==> src/sv/pba_pkg.sv <==
package pba_pkg;

    // configuration port
    localparam int CFG_IDX_W  = 2;
    localparam int CFG_DATA_W = 32;

    localparam logic [CFG_IDX_W-1:0] CFG_WAVEFORM = 2'd0;
    localparam logic [CFG_IDX_W-1:0] CFG_INC      = 2'd1;
    localparam logic [CFG_IDX_W-1:0] CFG_DUTY     = 2'd2;

    localparam logic [31:0] INC_RESET  = 32'd39370534;
    localparam logic [15:0] DUTY_RESET = 16'd32768;

    // datapath widths
    localparam int SAMPLE_W = 24;
    localparam int ACC_W    = 28;
    localparam int MUL_W    = 34;
    localparam int PROD_W   = 2 * MUL_W;
    localparam int DIV_W    = 32;
    localparam int QUOT_W   = 20;

    typedef enum logic [2:0] {
        W_SINE       = 3'd0,
        W_PULSE      = 3'd1,
        W_PULSE_BLEP = 3'd2,
        W_TRI_BLEP   = 3'd3,
        W_TRI        = 3'd4,
        W_SAW        = 3'd5,
        W_SAW_BLEP   = 3'd6
    } t_wave;

    typedef enum logic [4:0] {
        S_IDLE,
        S_BASE,
        S_BSETUP,
        S_BDIV,
        S_BSQ,
        S_BACC,
        S_TMUL,
        S_TY,
        S_TLEAK,
        S_TMEM,
        S_SPOS,
        S_SRDA,
        S_SRDB,
        S_SMUL,
        S_SADD,
        S_DONE
    } t_state;

endpackage

==> src/sv/pba_mul.sv <==
module pba_mul
    import pba_pkg::*;
(
    input  logic                     i_clk,
    input  logic signed [MUL_W-1:0]  i_a,
    input  logic signed [MUL_W-1:0]  i_b,
    output logic signed [PROD_W-1:0] o_p
);

    logic signed [PROD_W-1:0] r_p;

    always_ff @(posedge i_clk) begin
        r_p <= i_a * i_b;
    end

    assign o_p = r_p;

endmodule

==> config.mk <==
export PLATFORM = sky130hd
export DESIGN_NAME = pba_mul
export DESIGN_NICKNAME = d
export VERILOG_FILES = /design/src/sv/pba_pkg.sv /design/src/sv/pba_mul.sv
export SDC_FILE = /design/constraint.sdc
export NUM_CORES = 2
export LEC_CHECK = 0
export BUFFER_PORTS_ARGS = -buffer_cell sky130_fd_sc_hd__buf_2
export CAP_MARGIN = 40
export CELL_PAD_IN_SITES_DETAIL_PLACEMENT = 1
export CELL_PAD_IN_SITES_GLOBAL_PLACEMENT = 1
export CORE_MARGIN = 2
export CORE_UTILIZATION = 45
export CTS_CLUSTER_SIZE = 25
export DETAILED_ROUTE_END_ITERATION = 8
export PLACE_DENSITY = 0.84
export SKIP_LAST_GASP = 1
export SYNTH_ARGS = -nofsm -noshare
export SYNTH_HDL_FRONTEND = slang
export SYNTH_SLANG_ARGS = --single-unit
==> constraint.sdc <==
create_clock -name i_clk -period 8.9 [get_ports i_clk]
set_input_delay 0.89 -clock i_clk [delete_from_list [all_inputs] [get_ports i_clk]]
set_output_delay 0.89 -clock i_clk [all_outputs]
set_load 0.02 [all_outputs]
==> flow_metrics.tcl <==
set metrics [dict create \
    status "finished, final reports clean" \
    synth-seq-cells 68 \
    yosysTopAreaCellShare_pct 57.7 \
    cpMostUsedCell "fa_1" \
    largest_register_ffs 68 \
    antenna_found_initial 7 \
    hold_buffers 0 \
    syn_avg_cell_area_um2 9.45 \
    timing.final.crit_share_pct 97.3 \
    synth_seq_area_share_pct 3.16 \
    grt_pass1_vias 39100 \
    cts_tree "done" \
    core_mm2 0.0949 \
    post-route-drc-count 0 \
    slew_viol_final 0 \
    dieArea_mm2 0.0981 \
    ioPinCount 137 \
    gp_routability_congestion 0.952 \
    htreeDepth 3 \
    netlist_area_mm2 0.0430 \
    worstSetupPathType "input pin to flip-flop" \
    grt_use_total_pct 30.2 \
    drive_gt1_share_pct 6.87 \
    yosys_warnings 0 \
    hold_path_depth 2 \
    floorplan.initialDensity_pct 45.4 \
    fillCellCount 10800 \
    die_height_um 313 \
    port_buffers 136 \
    wl_per_cell_um 24.1 \
    holdCritStartpoint "i_b[0]" \
    ys_types 69 \
    wirelength_mm 141 \
    fp.dieW_um 313 \
    fin_hold_ws_ns 0.981 \
    drt-vias-per-instance 5.42 \
    syn2layout_area_growth_pct 6.49 \
    cp_data_arrival_time_ns 9.01 \
    rows 113 \
    layout_min_cycle_time_ns 8.66 \
    postSynthCellCount 4554 \
    synth_edf_count 0 \
    min_path_type "input pin to flip-flop" \
    setup_viol 0 \
    cts_made_buffers 9 \
    rsz0062_at_grt "no" \
    syn-num-nets 6068 \
    clock_path_buffers 2 \
    yosysTopAreaCell "fa_1" \
    place_hpwl_mm 122 \
    grt_pass1_wl_mm 223 \
    cts_sinks 68 \
    max-cap-violations 0 \
    synth-main-ff-cell "dfxtp_1" \
    fin_nets 6120 \
    vias 31900 \
    slowest_stage "fa_1" \
    worstMarginPinSlew_ns 0.772 \
    overflow 0 \
    async_reset_ff_share_pct 0 \
    path_clk_slew_ns 0.07 \
    critPathMaxStageDelay_ns 0.79 \
    crit_path_max_fanout 25 \
    drt_pass1_iterations 7 \
    crit_path_start_kind "input pin" \
    whs_endpoint "o_p[0]" \
    critPathCaptureType "flip-flop" \
    drtIter0Drc 1930 \
    fmax_mhz 115 \
    utilization_pct 48.3 \
    grt_max_degree 28 \
    max_slew_margin_pct 48.5 \
    ant_nets 0 \
    cp.required_ns 9.25 \
    cts_root_buf "clkbuf_16" \
    synth.area.top_cells "fa_1 (58%), inv_1 (11%), and2_1 (9.0%)" \
    hold_violations 0 \
]
-- stage by stage --
step	area (µm²)	cells	setup slack, ns	setup TNS [ns]
detailed placement	45500	5859	-0.162	-0.623
global placement	45500	5859	0.108	0
floorplan	43000	4554	0.520	0
global route	45800	5877	0.0431	0
CTS	45800	5875	0.281	0
finish	45800	5882	0.240	0
-- how the worst max path moves through the flow --
stage / startpoint / end / slack [ns] / cells past startpoint
floorplan: i_a[33] / o_p[65] / 0.52 / 24
global placement: i_a[19] / o_p[67] / 0.11 / 26
detailed placement: i_b[14] / o_p[65] / -0.16 / 25
CTS: i_b[14] / o_p[65] / 0.28 / 25
global route: i_b[7] / o_p[65] / 0.04 / 28
finish: i_a[33] / o_p[65] / 0.24 / 27
-- placed cells by master (no fill, tap or decap), drive strengths merged, types with 12 or more instances in the layout --
master,netlist,routed
nor2,56,56
dfxtp,68,68
and2,623,623
ha,204,204
nand2b,20,20
a21o,37,37
fa,1241,1241
buf,9,269
xor2,23,23
nand2,542,542
xnor2,56,56
o21ai,41,41
a21oi,63,63
o21bai,12,12
inv,1231,1234
-- worst max-delay path, delay by kind of cell --
kind | cells | cell delay, ns
simple gates | 2 | 0.31
fa+ha+maj | 9 | 4.75
xor+xnor | 1 | 0.16
compound gates | 8 | 1.88
buf+inv | 7 | 1.01
-- cell families (layout without fill, tap and decap cells) --
logic type | Yosys count | after routing | synth area share (%)
AOI/OAI and AO/OA | 206 | 206 | 3.35
xor gates and xnor gates | 79 | 79 | 1.61
adders and majority gates | 1445 | 1445 | 63.7
buffers and inverters | 1460 | 1517 | 12.8
DFF | 68 | 68 | 3.16
other | 0 | 6 | 0
and+or+nand+nor | 1296 | 1296 | 15.4
-- layout make-up --
class,count,area (µm²),area share [%]
Antenna cell,6,15.0,0.0328
Clock buffer,9,225,0.492
Clock inverter,7,83.8,0.183
Inverter,1232,4620,10.1
Multi-Input combinational cell,3026,36100,78.9
Sequential cell,68,1360,2.97
Tap cell,1265,1580,3.45
Timing Repair Buffer,269,1780,3.88
-- synth_stat cells, types with 3 or more instances --
cell type,n
and2_1,621
nand3_1,11
inv_1,1231
a211oi_1,6
a21o_1,37
a21oi_1,61
and3_2,3
o21a_1,4
xor2_1,23
o21ai_1,7
o21ai_0,31
buf_4,4
nor3_1,5
o41ai_2,3
xnor2_1,56
nand2_1,542
a31oi_1,7
fa_1,1241
nor2_1,54
or2_2,4
o21bai_1,12
ha_1,204
clkbuf_1,214
o211ai_1,3
nor2b_1,9
dfxtp_1,68
and3_1,5
o41ai_1,3
nand4_1,11
a221oi_1,3
nand2b_1,20
-- metal layers --
metal	routed length (µm)	vias up	track usage, %
met1	48900	17100	33.8
met5	33	-	0
met2	73700	1364	53.9
li1	-	12900	-
met4	10400	4	19.3
met3	8330	563	4.70
-- timing repair --
item | in CTS | in global routing
buffers inserted | 0 | 1
gates resized for setup | 0 | 1
setup endpoints to repair | 0 | 2
Power is not shown: default switching activity piles up to over one toggle a cycle in this logic, so the estimate is an artifact.
