===== src/sv/pba_pkg.sv =====
package pba_pkg;

    // configuration port
    localparam int CFG_IDX_W  = 2;
    localparam int CFG_DATA_W = 32;

    localparam logic [CFG_IDX_W-1:0] CFG_WAVEFORM = 2'd0;
    localparam logic [CFG_IDX_W-1:0] CFG_INC      = 2'd1;
    localparam logic [CFG_IDX_W-1:0] CFG_DUTY     = 2'd2;

    localparam logic [31:0] INC_RESET  = 32'd39370534;
    localparam logic [15:0] DUTY_RESET = 16'd32768;

    // datapath widths
    localparam int SAMPLE_W = 24;
    localparam int ACC_W    = 28;
    localparam int MUL_W    = 34;
    localparam int PROD_W   = 2 * MUL_W;
    localparam int DIV_W    = 32;
    localparam int QUOT_W   = 20;

    typedef enum logic [2:0] {
        W_SINE       = 3'd0,
        W_PULSE      = 3'd1,
        W_PULSE_BLEP = 3'd2,
        W_TRI_BLEP   = 3'd3,
        W_TRI        = 3'd4,
        W_SAW        = 3'd5,
        W_SAW_BLEP   = 3'd6
    } t_wave;

    typedef enum logic [4:0] {
        S_IDLE,
        S_BASE,
        S_BSETUP,
        S_BDIV,
        S_BSQ,
        S_BACC,
        S_TMUL,
        S_TY,
        S_TLEAK,
        S_TMEM,
        S_SPOS,
        S_SRDA,
        S_SRDB,
        S_SMUL,
        S_SADD,
        S_DONE
    } t_state;

endpackage


===== src/sv/pba_div.sv =====
module pba_div
    import pba_pkg::*;
(
    input  logic              i_clk,
    input  logic              i_rst_n,
    input  logic              i_start,
    input  logic [DIV_W-1:0]  i_num,
    input  logic [DIV_W-1:0]  i_den,
    output logic              o_done,
    output logic [QUOT_W-1:0] o_quot
);

    localparam int CNT_W = $clog2(QUOT_W);
    localparam logic [CNT_W-1:0] CNT_LAST = CNT_W'(QUOT_W - 1);

    logic              r_busy, n_busy;
    logic              r_done, n_done;
    logic [CNT_W-1:0]  r_cnt, n_cnt;
    logic [DIV_W-1:0]  r_rem, n_rem;
    logic [DIV_W-1:0]  r_den, n_den;
    logic [QUOT_W-1:0] r_quot, n_quot;
    logic [DIV_W-1:0]  rem2;
    logic              fits;

    // numerator is always below the divisor, so the remainder stays under 2^31
    assign rem2 = {r_rem[DIV_W-2:0], 1'b0};
    assign fits = rem2 >= r_den;

    always_comb begin
        n_busy = r_busy;
        n_done = 1'b0;
        n_cnt  = r_cnt;
        n_rem  = r_rem;
        n_den  = r_den;
        n_quot = r_quot;
        if (i_start) begin
            n_busy = 1'b1;
            n_cnt  = '0;
            n_rem  = i_num;
            n_den  = i_den;
            n_quot = '0;
        end else if (r_busy) begin
            n_rem  = fits ? rem2 - r_den : rem2;
            n_quot = {r_quot[QUOT_W-2:0], fits};
            n_cnt  = r_cnt + 1'b1;
            if (r_cnt == CNT_LAST) begin
                n_busy = 1'b0;
                n_done = 1'b1;
            end
        end
    end

    always_ff @(posedge i_clk) begin
        if (!i_rst_n) begin
            r_busy <= 1'b0;
            r_done <= 1'b0;
        end else begin
            r_busy <= n_busy;
            r_done <= n_done;
        end
        r_cnt  <= n_cnt;
        r_rem  <= n_rem;
        r_den  <= n_den;
        r_quot <= n_quot;
    end

    assign o_done = r_done;
    assign o_quot = r_quot;

endmodule


===== config.mk =====
export PLATFORM = sky130hd
export DESIGN_NAME = pba_div
export DESIGN_NICKNAME = d
export VERILOG_FILES = /design/src/sv/pba_pkg.sv /design/src/sv/pba_div.sv
export SDC_FILE = /design/constraint.sdc
export NUM_CORES = 1
export LEC_CHECK = 0
export BUFFER_PORTS_ARGS = -buffer_cell sky130_fd_sc_hd__buf_2
export CAP_MARGIN = 20
export CORE_ASPECT_RATIO = 0.6
export CORE_UTILIZATION = 30
export CTS_CLUSTER_SIZE = 28
export DETAILED_ROUTE_END_ITERATION = 6
export PLACE_DENSITY_LB_ADDON = 0.08
export SYNTH_ARGS = -nofsm -noshare
export SYNTH_HDL_FRONTEND = slang
export SYNTH_SLANG_ARGS = --single-unit
export TNS_END_PERCENT = 5

===== constraint.sdc =====
create_clock -name i_clk -period 4.2 [get_ports i_clk]
set_input_delay 0.84 -clock i_clk [delete_from_list [all_inputs] [get_ports i_clk]]
set_output_delay 0.84 -clock i_clk [all_outputs]
set_load 0.05 [all_outputs]

==> impl_metrics.toml, run 1 <==
[outcome]
outcome = "complete, no violations"

[timing]
worst_slew_pin_slew_ns = 0.8728
slew_headroom_pct = 41.81
setup_viol = 0
timing.fmax_mhz = 278.8
rsz0062_at_grt = "no"
min_period_over_period_pct = 85.40
timing.final.hold_violations = 0
setup_ws_ns = 0.6132
final_max_slew_viol_count = 0
worst_clock_skew_ns = 0.008115
setup_tns_ns = 0
period_needed_ns = 3.587

[power]
peakVddDrop_mv = 0.2259
power_leakage_uw = 0.002710
power.density_mw_per_mm2 = 494.8
power.total_uw = 3104

[synth]
yosysUniqueCellTypes = 58
async_flop_share_pct = 0
yosys_warnings = 0
ys.flop_type = "edfxtp_1"
synth_top_family_by_area = "compound AO/OA/AOI/OAI gates"
synthXorXnorAreaFrac_pct = 4.624
synth_compound_area_share_pct = 15.73
syn-cell-area_sq_mm = 0.005304
synth.area.top_cells = "edfxtp_1 36%, dfxtp_1 10%, ha_1 7.8%"
syn_inst = 538
avgSynthCellArea_sq_um = 9.858
yosysTopAreaCellShare_pct = 35.67
ys_seq_elements = 90
synth_top_cell_by_area = "edfxtp_1"
synth_edf_count = 63
synth-simple-area-share_pct = 12.53
muxShareOfSynthArea_pct = 7.313
synthAdderAreaFrac_pct = 8.162
synth_fp_nets = 639
ys_seq_area_share_pct = 45.86

[floorplanning]
rows = 37
fp.coreArea_sq_mm = 0.01722
die_h_microns = 105.0
initial_core_util_pct = 30.80
die_area_sq_mm = 0.01823
ios = 88
fp.dieW_microns = 173.7

[grt]
grt_pass1_wl_microns = 20270
grt_usage_pct = 14.28
gr-total-overflow = 0
antenna_found_initial = 0
grt_max_degree = 44
grt_pass1_vias = 3888

[placed_design]
hpwl_microns = 8994
dpl_worst_slack_ns = 0.6193
port-buffer-count = 86
place.gp.congestion = 0.8653

[hold_path]
hold_class = "reg2reg"

[cells_and_area]
drive_gt1_share_pct = 21.06
area_growth_pct = 18.28
nets = 718
num_antenna_cells = 0

[cts]
clkTransAtPathRegs_ns = 0.07
cts_made_buffers = 9
cts_hold_buf = 0
cts_setup_buffers = 0
clk-insertion-delay-late_ns = 0.35
cts_buffer_depth = 2
ctsHtreeMaxLevel = 3
cts_resized = 0
clkSinkCount = 90
cts_tree = "built"
root_buffer = "clkbuf_16"

[job]
max_cap_viol_count = 0

[drt]
wl_met3_microns = 487
top_layer_used = "met4"
wirelength_microns = 12370
m1WireLength_microns = 7077
wl_met2_microns = 4634
vias_per_cell = 4.680
dr.pass1.iters = 4
drc = 0
detailroute.via_count = 4006
drtIter0Drc = 203
ant_nets = 0
wl_per_cell_microns = 14.45

[setup_path]
crit_required_ns = 4.28
path_class = "reg2reg"
cp-start-kind = "register"
worstPathMaxFanout = 33
cp-end-kind = "register"
cp.arrival_ns = 3.67
==> state kept, by name (all words and copies together) (netlist names) <==
name	cells
r_busy	1
o_quot	20
r_rem	31
r_den	32
o_done	1
r_cnt	5
==> cell usage in the layout (no fill, tap or decap), types with 11 or more instances in the layout <==
cell,netlist,routed
buf_2,5,85
edfxtp_1,63,63
inv_1,53,53
nor2_1,52,52
nand2_1,47,47
a21oi_1,40,40
ha_1,33,33
dfxtp_1,27,27
mux2i_1,23,23
o21ai_0,18,18
xnor2_1,17,17
a211oi_1,16,16
o21ai_1,13,13
mux2_2,12,12
xor2_1,11,11
==> layer usage <==
| layer | GRT usage, % | up-vias |
|---|---|---|
| met2 | 19.08 | 84 |
| met5 | 0 | - |
| met1 | 21.55 | 1827 |
| li1 | - | 2086 |
| met4 | 4.887 | 0 |
| met3 | 3.821 | 9 |
==> worst max-delay path, cell delays in order, from the launching register on <==
cell and delay, ns:
edfxtp_1 0.45, fa_1 0.49, a21oi_1 0.25, o211ai_2 0.20
a21oi_2 0.31, o221ai_2 0.18, o21bai_1 0.21, a211oi_2 0.11
a211oi_4 0.28, buf_4 0.37, nor2_1 0.09, a211oi_1 0.29
a21oi_1 0.07
==> cell usage after synthesis, types with 2 or more instances <==
library cell / n
a211oi_1: 16
nor2b_1: 3
nand3_1: 10
xnor2_1: 17
buf_2: 5
mux2_2: 12
o31a_1: 2
a41oi_1: 3
mux2i_1: 23
nand4_1: 9
edfxtp_1: 63
nand3b_1: 2
a21oi_1: 40
nand2_1: 47
buf_4: 3
o21bai_1: 3
nand2b_1: 2
nor3b_1: 2
mux2_1: 2
xor2_1: 11
o21ai_0: 18
o21ai_1: 13
a211oi_2: 2
ha_1: 33
o211ai_1: 2
and3b_1: 2
a21oi_2: 2
nor2_1: 52
and3_1: 5
inv_1: 53
clkbuf_1: 14
a21o_1: 6
nor3_1: 6
a31oi_1: 2
o221ai_1: 2
o31ai_1: 3
dfxtp_1: 27
==> per-stage QoR <==
step	utilization [%]	hold slack, ns	std cells	area [sq um]
detailed placement	34.70	0.5048	840	5976
CTS	36.43	0.5234	856	6274
finish	36.43	0.5105	856	6274
global placement	34.70	0.4712	840	5976
global route	36.43	0.5495	856	6274
floorplan	-	0.4794	538	5304
==> logic make-up after synthesis <==
family,Yosys count
buffers and inverters,77
and+or+nand+nor,145
DFF,90
muxes,37
AOI/OAI and AO/OA,127
adders and majority gates,34
xor gates and xnor gates,28
==> power breakdown <==
part	total (uW)	internal (uW)	leakage [uW]	switching, uW
combinational	1150	482	0.00171	672
sequential	1130	1080	0.000843	51.6
clock	818	455	0.000151	363
==> layout make-up <==
class / count / area [sq um]
multi-input combinational: 371 / 2565
sequential: 90 / 2432
inverter: 54 / 202.7
clock buffer: 11 / 264.0
tap: 234 / 292.8
fill: 1783 / 10950
clock inverter: 5 / 33.78
timing repair buffer: 91 / 483.0
==> worst paths after layout <==
path / start / end / slack, ns / cells past startpoint
worst max-delay path: r_rem[0]$_DFFE_PP_ / r_rem[16]$_DFFE_PP_ / 0.61 / 12
worst min-delay path: o_quot[19]$_SDFFE_PP0P_ / o_quot[19]$_SDFFE_PP0P_ / 0.51 / 2
worst max register to register: r_rem[0]$_DFFE_PP_ / r_rem[16]$_DFFE_PP_ / 0.61 / 12
worst min register to register: o_quot[19]$_SDFFE_PP0P_ / o_quot[19]$_SDFFE_PP0P_ / 0.51 / 2
No activity file was read; power rests on OpenSTA's default activity.
==> inputs of run 2 (changes only) <==
--- a/config.mk
+++ b/config.mk
@@ -5,8 +5,10 @@
 export SDC_FILE = /design/constraint.sdc
 export NUM_CORES = 1
 export LEC_CHECK = 0
-export BUFFER_PORTS_ARGS = -buffer_cell sky130_fd_sc_hd__buf_2
+export BUFFER_PORTS_ARGS = -buffer_cell sky130_fd_sc_hd__buf_4
 export CAP_MARGIN = 20
+export CELL_PAD_IN_SITES_DETAIL_PLACEMENT = 0
+export CELL_PAD_IN_SITES_GLOBAL_PLACEMENT = 2
 export CORE_ASPECT_RATIO = 0.6
 export CORE_UTILIZATION = 30
 export CTS_CLUSTER_SIZE = 28
==> run 2 against run 1 <==
Compared with the run above: die area is the same; utilization up 1.2 points; sequential power about the same; critical endpoint is now r_rem[17]$_DFFE_PP_; clock-buffer cell count shrank 2.
==> impl_metrics.toml, run 2 (same netlist as run 1, synthesis figures left out) <==
[grt]
grt_usage_pct = 14.87
antenna_found_initial = 0
grt_max_degree = 49
gr-total-overflow = 0
grt_pass1_vias = 3985
grt_pass1_wl_microns = 21070

[cts]
clkTransAtPathRegs_ns = 0.07
cts_buffer_depth = 2
cts_hold_buf = 0
cts_resized = 0
root_buffer = "clkbuf_16"
clk-insertion-delay-late_ns = 0.35
ctsHtreeMaxLevel = 3
cts_made_buffers = 9
clkSinkCount = 90
cts_setup_buffers = 0
cts_tree = "built"

[setup_path]
r2r_start = "r_rem[0]$_DFFE_PP_"
path_class = "reg2reg"
worstPathMaxFanout = 25
critPathSlowestCell = "fa_1"
cp.arrival_ns = 3.75
reg2reg_to = "r_rem[17]$_DFFE_PP_"
r2r_slack_ns = 0.55
cp-start-kind = "register"
crit_end = "r_rem[17]$_DFFE_PP_"
slowest_delay_ns = 0.49
cp-startpoint = "r_rem[0]$_DFFE_PP_"
r2r_cells = 11
path_cells = "fa_1, a21oi_1, o211ai_2, a21oi_2, o221ai_2, o21bai_1, a211oi_2, a211oi_4, buf_4, mux2_1, mux2_2"
cp-end-kind = "register"
crit_required_ns = 4.31

[timing]
final_max_slew_viol_count = 0
rsz0062_at_grt = "no"
setup_tns_ns = 0
worst_slew_pin_slew_ns = 0.8880
timing.fmax_mhz = 274.3
worst_clock_skew_ns = 0.01052
min_period_over_period_pct = 86.79
period_needed_ns = 3.645
setup_viol = 0
timing.final.hold_violations = 0
slew_headroom_pct = 40.80

[drt]
wirelength_microns = 12950
detailroute.via_count = 4107
drc = 0
vias_per_cell = 4.792
dr.pass1.iters = 4
drtIter0Drc = 247
ant_nets = 0
wl_per_cell_microns = 15.11

[cells_and_area]
nets = 719
largest-register = "r_den"
final_common_cell = "buf_4"
area_growth_pct = 22.17
final_cell_mix = "91 x buf_4, 63 x edfxtp_1, 53 x inv_1, 52 x nor2_1, 47 x nand2_1"
largest_reg_flops = 32
drive_gt1_share_pct = 21.19
num_antenna_cells = 0
fin_cells = 857

[floorplanning]
ios = 88
fp.coreArea_sq_mm = 0.01722
die_area_sq_mm = 0.01823
rows = 37
initial_core_util_pct = 30.80
die_h_microns = 105.0
fp.dieW_microns = 173.7

[job]
max_cap_viol_count = 0

[placed_design]
port-buffer-count = 86
place.gp.congestion = 0.7743
hpwl_microns = 9514
dp_cells = 841

[power]
peakVddDrop_mv = 0.1959
power_leakage_uw = 0.002760
power.density_mw_per_mm2 = 482.8

[hold_path]
holdCritStartpoint = "o_quot[0]$_SDFFE_PP0P_"
hold_class = "reg2reg"

[outcome]
outcome = "complete, no violations"
==> run 2: critical path, delay by kind of cell, from the launching register on <==
family                   cells  cell delay (ns)
AO/OA/AOI/OAI                7             1.56
multiplexers                 2             0.60
adder cells (fa/ha/maj)      1             0.49
flip-flops                   1             0.44
buffers and inverters        1             0.32
==> run 2: per-layer routing <==
| metal | vias up | GRT usage, % | share of wire [%] |
|---|---|---|---|
| li1 | 2082 | - | - |
| met4 | 0 | 3.947 | 0.93 |
| met1 | 1907 | 22.30 | 55 |
| met5 | - | 0 | 0 |
| met2 | 105 | 19.94 | 38 |
| met3 | 13 | 4.767 | 6.1 |
==> run 2: area by class of cell <==
cell class / count / area [sq um]
clock buffer: 9 / 225.2
tap: 234 / 292.8
timing repair buffer: 92 / 703.2
sequential: 90 / 2432
multi-input combinational: 371 / 2565
clock inverter: 7 / 58.81
inverter: 54 / 202.7
fill: 1774 / 10740
==> run 2: metrics by stage <==
stage | total power [uW] | hold WS (ns) | utilization, % | setup slack [ns] | area (sq um)
5_1_grt | 3351 | 0.5549 | 37.63 | 0.2668 | 6480
4_1_cts | 3162 | 0.5097 | 37.63 | 0.4954 | 6480
3_3_place_gp | 2347 | 0.4857 | 35.98 | 0.5328 | 6196
3_5_place_dp | 2344 | 0.4998 | 35.98 | 0.5298 | 6196
6_report | 3128 | 0.5052 | 37.63 | 0.5547 | 6480
2_1_floorplan | 2036 | 0.4794 | - | 1.165 | 5304
==> run 2: where the power goes <==
part	switching [uW]	internal, uW	total, uW
registers	50.4	1080	1130
clock network	388	413	801
logic	691	506	1200
total	1130	2000	3130
==> run 2: worst min-delay path by stage <==
stage	cells past startpoint	to	slack, ns
after floorplan	2	r_cnt[4]$_SDFFE_PP0P_	0.48
after global placement	2	o_quot[19]$_SDFFE_PP0P_	0.49
after global routing	2	o_quot[0]$_SDFFE_PP0P_	0.55
after CTS	2	o_quot[0]$_SDFFE_PP0P_	0.51
after detailed placement	2	o_quot[0]$_SDFFE_PP0P_	0.50
final	2	o_quot[0]$_SDFFE_PP0P_	0.51
